==> src/hw/rtl/nps_pkg.sv <==
// nps_pkg: widths, limits, register indexes and the shared root status type for the
// nearest pose search unit
// depends on nothing; used by every rtl file of the block
package nps_pkg;

    // coordinate and result widths
    localparam int POSE_W    = 24;
    localparam int DIFF_W    = POSE_W + 1;
    localparam int IDX_W     = 10;
    localparam int SQ_W      = 2 * POSE_W + 1;
    localparam int ROOT_W    = 25;
    localparam int PROD_W    = 2 * POSE_W;

    // trajectory length limit and pose counter width
    localparam int MAX_POSES = 1024;
    localparam int CNT_W     = $clog2(MAX_POSES + 1);

    // configuration port
    localparam int CFG_IDX_W  = 2;
    localparam int CFG_DATA_W = 24;
    localparam logic [CFG_IDX_W-1:0] CFG_REF_X       = 2'd0;
    localparam logic [CFG_IDX_W-1:0] CFG_REF_Y       = 2'd1;
    localparam logic [CFG_IDX_W-1:0] CFG_BEGIN_INDEX = 2'd2;

    // square root unit status
    typedef struct packed {
        logic busy;
        logic done;
    } t_root_stat;

endpackage

==> src/hw/rtl/nearest_pose_search_unit.sv <==
// nearest_pose_search_unit: top level, sequencer, search state and result register
// depends on nps_pkg, nps_square and nps_isqrt
//
//  channel   direction  handshake                     payload
//  pose      in         i_pose_valid / o_pose_ready   i_pose_x, i_pose_y, i_last_pose
//  result    out        o_res_valid / i_res_ready     o_found, o_nearest_index,
//                                                     o_nearest_distance
//  config    in         i_cfg_we (no wait)            i_cfg_index, i_cfg_data
//
// a searched pose passes the SQX, SQY and CMP states before the next ready,
// as the one squaring unit forms dx squared and then dy squared before the
// add and compare; a skipped or ignored pose is taken in the idle state alone
// a last pose adds the START, ROOT and EMIT states: START starts the root, ROOT
// forms the 25 root bits until the done flag, and EMIT loads the result
// register, which waits there while the previous result is untaken
// reset is synchronous, active low, and clears the configuration registers and the search state
module nearest_pose_search_unit (
    input  logic                                i_clk,
    input  logic                                i_rst_n,
    input  logic                                i_cfg_we,
    input  logic [nps_pkg::CFG_IDX_W-1:0]       i_cfg_index,
    input  logic [nps_pkg::CFG_DATA_W-1:0]      i_cfg_data,
    input  logic                                i_pose_valid,
    output logic                                o_pose_ready,
    input  logic signed [nps_pkg::POSE_W-1:0]   i_pose_x,
    input  logic signed [nps_pkg::POSE_W-1:0]   i_pose_y,
    input  logic                                i_last_pose,
    output logic                                o_res_valid,
    input  logic                                i_res_ready,
    output logic                                o_found,
    output logic [nps_pkg::IDX_W-1:0]           o_nearest_index,
    output logic [nps_pkg::ROOT_W-1:0]          o_nearest_distance
);

    localparam logic [2:0] ST_IDLE  = 3'd0;
    localparam logic [2:0] ST_SQX   = 3'd1;
    localparam logic [2:0] ST_SQY   = 3'd2;
    localparam logic [2:0] ST_CMP   = 3'd3;
    localparam logic [2:0] ST_START = 3'd4;
    localparam logic [2:0] ST_ROOT  = 3'd5;
    localparam logic [2:0] ST_EMIT  = 3'd6;

    // configuration registers
    logic signed [nps_pkg::POSE_W-1:0] r_ref_x;
    logic signed [nps_pkg::POSE_W-1:0] r_ref_y;
    logic [nps_pkg::IDX_W-1:0]         r_begin_index;

    // sequencer and trajectory state
    logic [2:0]                  r_state, n_state;
    logic [nps_pkg::CNT_W-1:0]   r_count;
    logic [nps_pkg::IDX_W-1:0]   r_best_index;
    logic [nps_pkg::SQ_W-1:0]    r_best_sq;
    logic                        r_have_best;

    // current pose
    logic signed [nps_pkg::DIFF_W-1:0] r_dx;
    logic signed [nps_pkg::DIFF_W-1:0] r_dy;
    logic [nps_pkg::IDX_W-1:0]         r_idx;
    logic                              r_last;
    logic [nps_pkg::PROD_W-1:0]        r_acc;

    // result register
    logic                         r_out_valid;
    logic                         r_found;
    logic [nps_pkg::IDX_W-1:0]    r_nidx;
    logic [nps_pkg::ROOT_W-1:0]   r_ndist;

    logic                               w_accept;
    logic                               w_in_range;
    logic                               w_search;
    logic [nps_pkg::DIFF_W-1:0]         w_mag;
    logic [nps_pkg::POSE_W-1:0]         w_sq_in;
    logic [nps_pkg::PROD_W-1:0]         w_prod;
    logic [nps_pkg::SQ_W-1:0]           w_sum;
    logic                               w_better;
    logic                               w_out_free;
    logic [nps_pkg::ROOT_W-1:0]         w_root;
    nps_pkg::t_root_stat                w_root_stat;

    assign o_pose_ready = (r_state == ST_IDLE);
    assign w_accept     = i_pose_valid && o_pose_ready;
    assign w_in_range   = (r_count < nps_pkg::CNT_W'(nps_pkg::MAX_POSES));
    assign w_search     = w_in_range
                       && (r_count >= nps_pkg::CNT_W'(r_begin_index));
    assign w_out_free   = !r_out_valid || i_res_ready;

    // magnitude of the difference being squared this cycle
    assign w_mag   = (r_state == ST_SQX) ? (r_dx[nps_pkg::DIFF_W-1] ? -r_dx : r_dx)
                                         : (r_dy[nps_pkg::DIFF_W-1] ? -r_dy : r_dy);
    assign w_sq_in = w_mag[nps_pkg::POSE_W-1:0];

    nps_square u_square (
        .i_clk (i_clk),
        .i_a   (w_sq_in),
        .o_p   (w_prod)
    );

    // squared distance and strict minimum test
    assign w_sum    = nps_pkg::SQ_W'(r_acc) + nps_pkg::SQ_W'(w_prod);
    assign w_better = !r_have_best || (w_sum < r_best_sq);

    nps_isqrt u_isqrt (
        .i_clk   (i_clk),
        .i_rst_n (i_rst_n),
        .i_start (r_state == ST_START),
        .i_value (r_best_sq),
        .o_root  (w_root),
        .o_stat  (w_root_stat)
    );

    // next state
    always_comb begin
        n_state = r_state;
        case (r_state)
            ST_IDLE: begin
                if (w_accept) begin
                    if (w_search) begin
                        n_state = ST_SQX;
                    end else if (i_last_pose) begin
                        n_state = ST_START;
                    end
                end
            end
            ST_SQX:   n_state = ST_SQY;
            ST_SQY:   n_state = ST_CMP;
            ST_CMP:   n_state = r_last ? ST_START : ST_IDLE;
            ST_START: n_state = ST_ROOT;
            ST_ROOT: begin
                if (w_root_stat.done) begin
                    n_state = ST_EMIT;
                end
            end
            ST_EMIT: begin
                if (w_out_free) begin
                    n_state = ST_IDLE;
                end
            end
            default:  n_state = ST_IDLE;
        endcase
    end

    // configuration writes
    always_ff @(posedge i_clk) begin
        if (!i_rst_n) begin
            r_ref_x       <= '0;
            r_ref_y       <= '0;
            r_begin_index <= '0;
        end else if (i_cfg_we) begin
            case (i_cfg_index)
                nps_pkg::CFG_REF_X:       r_ref_x <= i_cfg_data;
                nps_pkg::CFG_REF_Y:       r_ref_y <= i_cfg_data;
                nps_pkg::CFG_BEGIN_INDEX: r_begin_index <= i_cfg_data[nps_pkg::IDX_W-1:0];
                default: ;
            endcase
        end
    end

    // sequencer and trajectory state
    always_ff @(posedge i_clk) begin
        if (!i_rst_n) begin
            r_state      <= ST_IDLE;
            r_count      <= '0;
            r_best_index <= '0;
            r_best_sq    <= '0;
            r_have_best  <= 1'b0;
            r_out_valid  <= 1'b0;
        end else begin
            r_state <= n_state;
            if (w_accept && w_in_range) begin
                r_count <= r_count + 1'b1;
            end
            if ((r_state == ST_CMP) && w_better) begin
                r_best_sq    <= w_sum;
                r_best_index <= r_idx;
                r_have_best  <= 1'b1;
            end
            if ((r_state == ST_EMIT) && w_out_free) begin
                r_out_valid  <= 1'b1;
                r_count      <= '0;
                r_best_index <= '0;
                r_best_sq    <= '0;
                r_have_best  <= 1'b0;
            end else if (i_res_ready) begin
                r_out_valid <= 1'b0;
            end
        end
    end

    // pose capture and first square
    always_ff @(posedge i_clk) begin
        if (w_accept) begin
            r_dx   <= nps_pkg::DIFF_W'(r_ref_x) - nps_pkg::DIFF_W'(i_pose_x);
            r_dy   <= nps_pkg::DIFF_W'(r_ref_y) - nps_pkg::DIFF_W'(i_pose_y);
            r_idx  <= r_count[nps_pkg::IDX_W-1:0];
            r_last <= i_last_pose;
        end
        if (r_state == ST_SQY) begin
            r_acc <= w_prod;
        end
    end

    // result payload
    always_ff @(posedge i_clk) begin
        if ((r_state == ST_EMIT) && w_out_free) begin
            r_found <= r_have_best;
            r_nidx  <= r_best_index;
            r_ndist <= w_root;
        end
    end

    assign o_res_valid        = r_out_valid;
    assign o_found            = r_found;
    assign o_nearest_index    = r_nidx;
    assign o_nearest_distance = r_ndist;

`ifndef ASSERT_OFF
    // no pose request is taken while the root is being formed
    a_ready_root: assert property (@(posedge i_clk) disable iff (!i_rst_n)
        o_pose_ready |-> !w_root_stat.busy)
        else $error("pose ready while square root busy");

    // an empty search reports zeros
    a_empty_zero: assert property (@(posedge i_clk) disable iff (!i_rst_n)
        (o_res_valid && !o_found) |-> (o_nearest_index == '0 && o_nearest_distance == '0))
        else $error("not found result carries nonzero fields");

    // the root done flag rises only in the root state, ahead of the result load
    a_root_done: assert property (@(posedge i_clk) disable iff (!i_rst_n)
        w_root_stat.done |-> (r_state == ST_ROOT))
        else $error("square root done outside root state");

    // a new result is loaded only from the emit state
    a_load_emit: assert property (@(posedge i_clk) disable iff (!i_rst_n)
        $rose(o_res_valid) |-> ($past(r_state) == ST_EMIT))
        else $error("result loaded outside emit state");
`endif

endmodule

==> src/hw/rtl/nps_square.sv <==
// nps_square: shared registered squaring unit, 24 x 24 bits
// depends on nps_pkg
module nps_square (
    input  logic                        i_clk,
    input  logic [nps_pkg::POSE_W-1:0]  i_a,
    output logic [nps_pkg::PROD_W-1:0]  o_p
);

    logic [nps_pkg::PROD_W-1:0] r_p;

    // one product per cycle, registered
    always_ff @(posedge i_clk) begin
        r_p <= nps_pkg::PROD_W'(i_a) * nps_pkg::PROD_W'(i_a);
    end

    assign o_p = r_p;

endmodule

==> src/hw/rtl/nps_isqrt.sv <==
// nps_isqrt: iterative floor square root, one root bit per cycle
// depends on nps_pkg
module nps_isqrt (
    input  logic                        i_clk,
    input  logic                        i_rst_n,
    input  logic                        i_start,
    input  logic [nps_pkg::SQ_W-1:0]    i_value,
    output logic [nps_pkg::ROOT_W-1:0]  o_root,
    output nps_pkg::t_root_stat         o_stat
);

    localparam int VAL_W  = 2 * nps_pkg::ROOT_W;
    localparam int REM_W  = nps_pkg::ROOT_W + 2;
    localparam int WORK_W = REM_W + 2;
    localparam int STEP_W = $clog2(nps_pkg::ROOT_W);

    logic [VAL_W-1:0]           r_val;
    logic [REM_W-1:0]           r_rem;
    logic [nps_pkg::ROOT_W-1:0] r_root;
    logic [STEP_W-1:0]          r_step;
    logic                       r_busy;
    logic                       r_done;

    logic [WORK_W-1:0] w_cur;
    logic [WORK_W-1:0] w_trial;
    logic [WORK_W-1:0] w_diff;
    logic              w_ge;

    // bring down two bits and try the next root bit
    assign w_cur   = {r_rem, r_val[VAL_W-1 -: 2]};
    assign w_trial = {2'b00, r_root, 2'b01};
    assign w_diff  = w_cur - w_trial;
    assign w_ge    = (w_cur >= w_trial);

    // control
    always_ff @(posedge i_clk) begin
        if (!i_rst_n) begin
            r_busy <= 1'b0;
            r_done <= 1'b0;
            r_step <= '0;
        end else begin
            r_done <= !i_start && r_busy && (r_step == '0);
            if (i_start) begin
                r_busy <= 1'b1;
                r_step <= STEP_W'(nps_pkg::ROOT_W - 1);
            end else if (r_busy) begin
                r_step <= r_step - 1'b1;
                if (r_step == '0) begin
                    r_busy <= 1'b0;
                end
            end
        end
    end

    // datapath
    always_ff @(posedge i_clk) begin
        if (i_start) begin
            r_val  <= VAL_W'(i_value);
            r_rem  <= '0;
            r_root <= '0;
        end else if (r_busy) begin
            r_val  <= {r_val[VAL_W-3:0], 2'b00};
            r_rem  <= w_ge ? w_diff[REM_W-1:0] : w_cur[REM_W-1:0];
            r_root <= {r_root[nps_pkg::ROOT_W-2:0], w_ge};
        end
    end

    assign o_root      = r_root;
    assign o_stat.busy = r_busy;
    assign o_stat.done = r_done;

endmodule

==> config.mk <==
export PLATFORM = sky130hd
export DESIGN_NAME = nearest_pose_search_unit
export DESIGN_NICKNAME = d
export VERILOG_FILES = /design/src/hw/rtl/nps_pkg.sv /design/src/hw/rtl/nearest_pose_search_unit.sv /design/src/hw/rtl/nps_square.sv /design/src/hw/rtl/nps_isqrt.sv
export SDC_FILE = /design/constraint.sdc
export NUM_CORES = 2
export LEC_CHECK = 0
export ABC_AREA = 1
export CORE_ASPECT_RATIO = 1.2
export CORE_MARGIN = 2
export CORE_UTILIZATION = 40
export CTS_BUF_LIST = sky130_fd_sc_hd__clkbuf_8
export CTS_CLUSTER_SIZE = 25
export DETAILED_ROUTE_END_ITERATION = 7
export DONT_BUFFER_PORTS = 1
export HOLD_SLACK_MARGIN = 0.15
export SYNTH_ARGS = -nofsm -noshare
export SYNTH_HDL_FRONTEND = slang
export SYNTH_SLANG_ARGS = --single-unit
==> constraint.sdc <==
create_clock -name i_clk -period 14.5 [get_ports i_clk]
set_input_delay 2.175 -clock i_clk [delete_from_list [all_inputs] [get_ports i_clk]]
set_output_delay 2.175 -clock i_clk [all_outputs]
set_load 0.005 [all_outputs]
==> metrics <==
first-pass GRT wire length=192000 um; gpl congestion=0.943; IO Pins=between 100 and 150; HP Start=u_square.o_p[20]; dpl cell area=44200 um2; number of synthesized flops with an enable pin=about 190; Startpoint Class=flip-flop; min Tclk post-route=just under 9 ns; share of layout cells above drive strength 1=0.0432; Net Count, Synth=around 6400; Setup TNS=0 ns; P&R area growth vs syn=6.89%; status=finished clean; Slew @ Worst Pin=1.00 ns; Core Box Area=about 110000 um2; library cells used by synthesis=52; crit path buf inv count=6; critical path class=reg2reg; Setup Fix Bufs, Post-CTS=0; worst skew pair latency=about 0.74 ns; hold crit path type=reg2reg; initial antenna violation count=3; FMAX=113 MHz; FFs w/ async S/R, synth=0; post-CTS resize count=0; post-synthesis sequential area ratio=0.248; via count=approximately 35000; Req. time, crit path=15.09 ns; worst relative slew slack=0.330; final hold slack=between 0.4 and 0.5 ns; reg2reg path depth=25; GR Util All Layers=0.221; initial core utilization=0.403; setup slack, reg-to-reg=approximately 5.7 ns; pin count of the biggest net entering global routing=between 60 and 70; Tcrit/Tclk final=0.608; FF+latch count, synth=approximately 430; CTS Hold Bufs=0; Filler Cells Inserted=about 11000; Pre-antenna DRT Iters=6; Critical Path AT=9.40 ns; area leader, netlist=fa_1; clk sink count=~430; Post-synth top cells=1150 x inv_1, 1092 x nand2_1, 681 x nor2_1; mapped cell area=roughly 43000 um2; final clock skew=between 0.05 and 0.06 ns; most frequent CP cell=fa_1; DIE AREA=around 110000 um2; root buf cell=clkbuf_8; final wirelength=117000 um; vias in the first global route=approximately 36000; top-count cell post-synth=inv_1; Layout Nets=roughly 6400; Critical Path Max Stage Delay=0.58 ns; CTS H-tree lvls=3; slowest CP cell=nor2_4; FP Rows=131; Yosys top cell area share=0.202; DRC errors left=0; vias per cell=4.96; Worst-path clk slew=0.07 ns; Top delay family on crit path=adder cells; critical path depth in cells=25; Synth area leaders=fa_1 20%, edfxtp_1 14%, dfxtp_1 11%; Fin. Hold Viols=0; HPWL after detailed placement=96100 um; post-route cell area=between 40000 and 50000 um2; Final Max Tran Viols=0; Worst R2R Start=r_state[0]; Antenna Violating Nets Remaining=0; GRT overflow=0; Ys Warns=0; WL/cell=between 15 and 20 um; RSZ-0062 raised after global routing=no; Die W=between 300 and 400 um; Max clock buf depth=3; Final setup viols=0; # port buffers=0; Syn Area/Cell=between 7 and 8 um2; CTS buffer count=78; worst setup path endpoint=u_square.o_p[40]; CTS tree=yes; Syn Inst Count=between 5000 and 6000; capture point of the worst reg-to-reg path=u_square.o_p[40]; chip height=362 um; Crit Path Max Fanout=26; final core occ=0.431; crit path from=r_state[0]; crit end category=flip-flop; drt first-iter violations=between 1500 and 2000; max_cap viols=0; Post-synth top flop=dfxtp_1
==> area by class of cell <==
cell class                      count  area [um2]  area share
Sequential cell                   433       10600       0.232
Inverter                         1189        4460      0.0975
Clock inverter                     59         403     0.00880
Timing Repair Buffer               19         143     0.00312
Clock buffer                       86        1180      0.0259
Antenna cell                        3        7.51    0.000164
Tap cell                         1396        1750      0.0382
Multi-Input combinational cell   3816       27200       0.595
==> metrics by stage <==
| stage | setup slack [ns] | std cells |
|---|---|---|
| 3_5_place_dp | 5.65 | 6853 |
| 5_1_grt | 5.18 | 7001 |
| 3_3_place_gp | 5.75 | 6853 |
| 4_1_cts | 5.62 | 6998 |
| 6_report | 5.68 | 7001 |
| 2_1_floorplan | 7.57 | 5557 |
==> logic make-up (layout without fill, tap and decap cells) <==
logic type,count (synthesis),after routing,share of synthesized area
AOI/OAI and AO/OA,716,716,0.0913
xor gates and xnor gates,125,125,0.0256
adders and majority gates,789,789,0.306
buffers and inverters,1308,1353,0.118
DFF,433,433,0.248
other,0,3,0
and+or+nand+nor,2186,2186,0.212
==> sequential cells by signal (all words and copies together) (netlist names), 3 cells and up <==
name                cells
r_dx                   25
r_ref_y                24
r_ref_x                24
r_idx                  10
u_square.o_p           47
u_isqrt.r_rem          27
r_dy                   25
u_isqrt.r_val          50
u_isqrt.o_root         25
o_nearest_index        10
r_best_index           10
r_count                11
r_best_sq              49
r_begin_index          10
r_acc                  47
r_state                 3
o_nearest_distance     25
u_isqrt.r_step          5
==> worst min path at each step <==
stage,end,slack [ns],cells past startpoint
after floorplan,o_nearest_index[0],0.41,0
after global placement,o_nearest_index[9],0.42,0
after detailed placement,o_nearest_index[5],0.42,0
after CTS,r_acc[20],0.41,0
after global routing,r_acc[11],0.42,0
final,r_acc[20],0.42,0
==> layer usage <==
metal  vias up  track usage  part of all wire
met4         0       0.0961             0.044
li1      17300            -                 -
met2       753        0.399              0.50
met3       284       0.0275             0.039
met5         -            0                 0
met1     16400        0.260              0.42
==> cells in the final DEF (no fill, tap or decap), types with 9 or more instances in the layout <==
cell	count
o211ai_1	9
dfxtp_1	240
xor2_1	81
buf_4	19
inv_2	39
nand4_1	38
nand3b_1	49
a21oi_1	299
inv_1	1172
ha_1	357
nor2_2	19
a211oi_1	9
o21ai_1	53
nor3_1	38
o21bai_1	22
nand2_1	1091
nand3_1	201
edfxtp_1	193
a31oi_1	9
clkbuf_8	86
nor2_1	677
a22oi_1	25
fa_1	432
clkinv_2	10
nand2_2	20
o21ai_0	241
or2_2	12
clkinv_1	14
a21o_1	19
xnor2_1	44
Power is not shown: default switching activity piles up to over one toggle a cycle in this logic, so the estimate is an artifact.
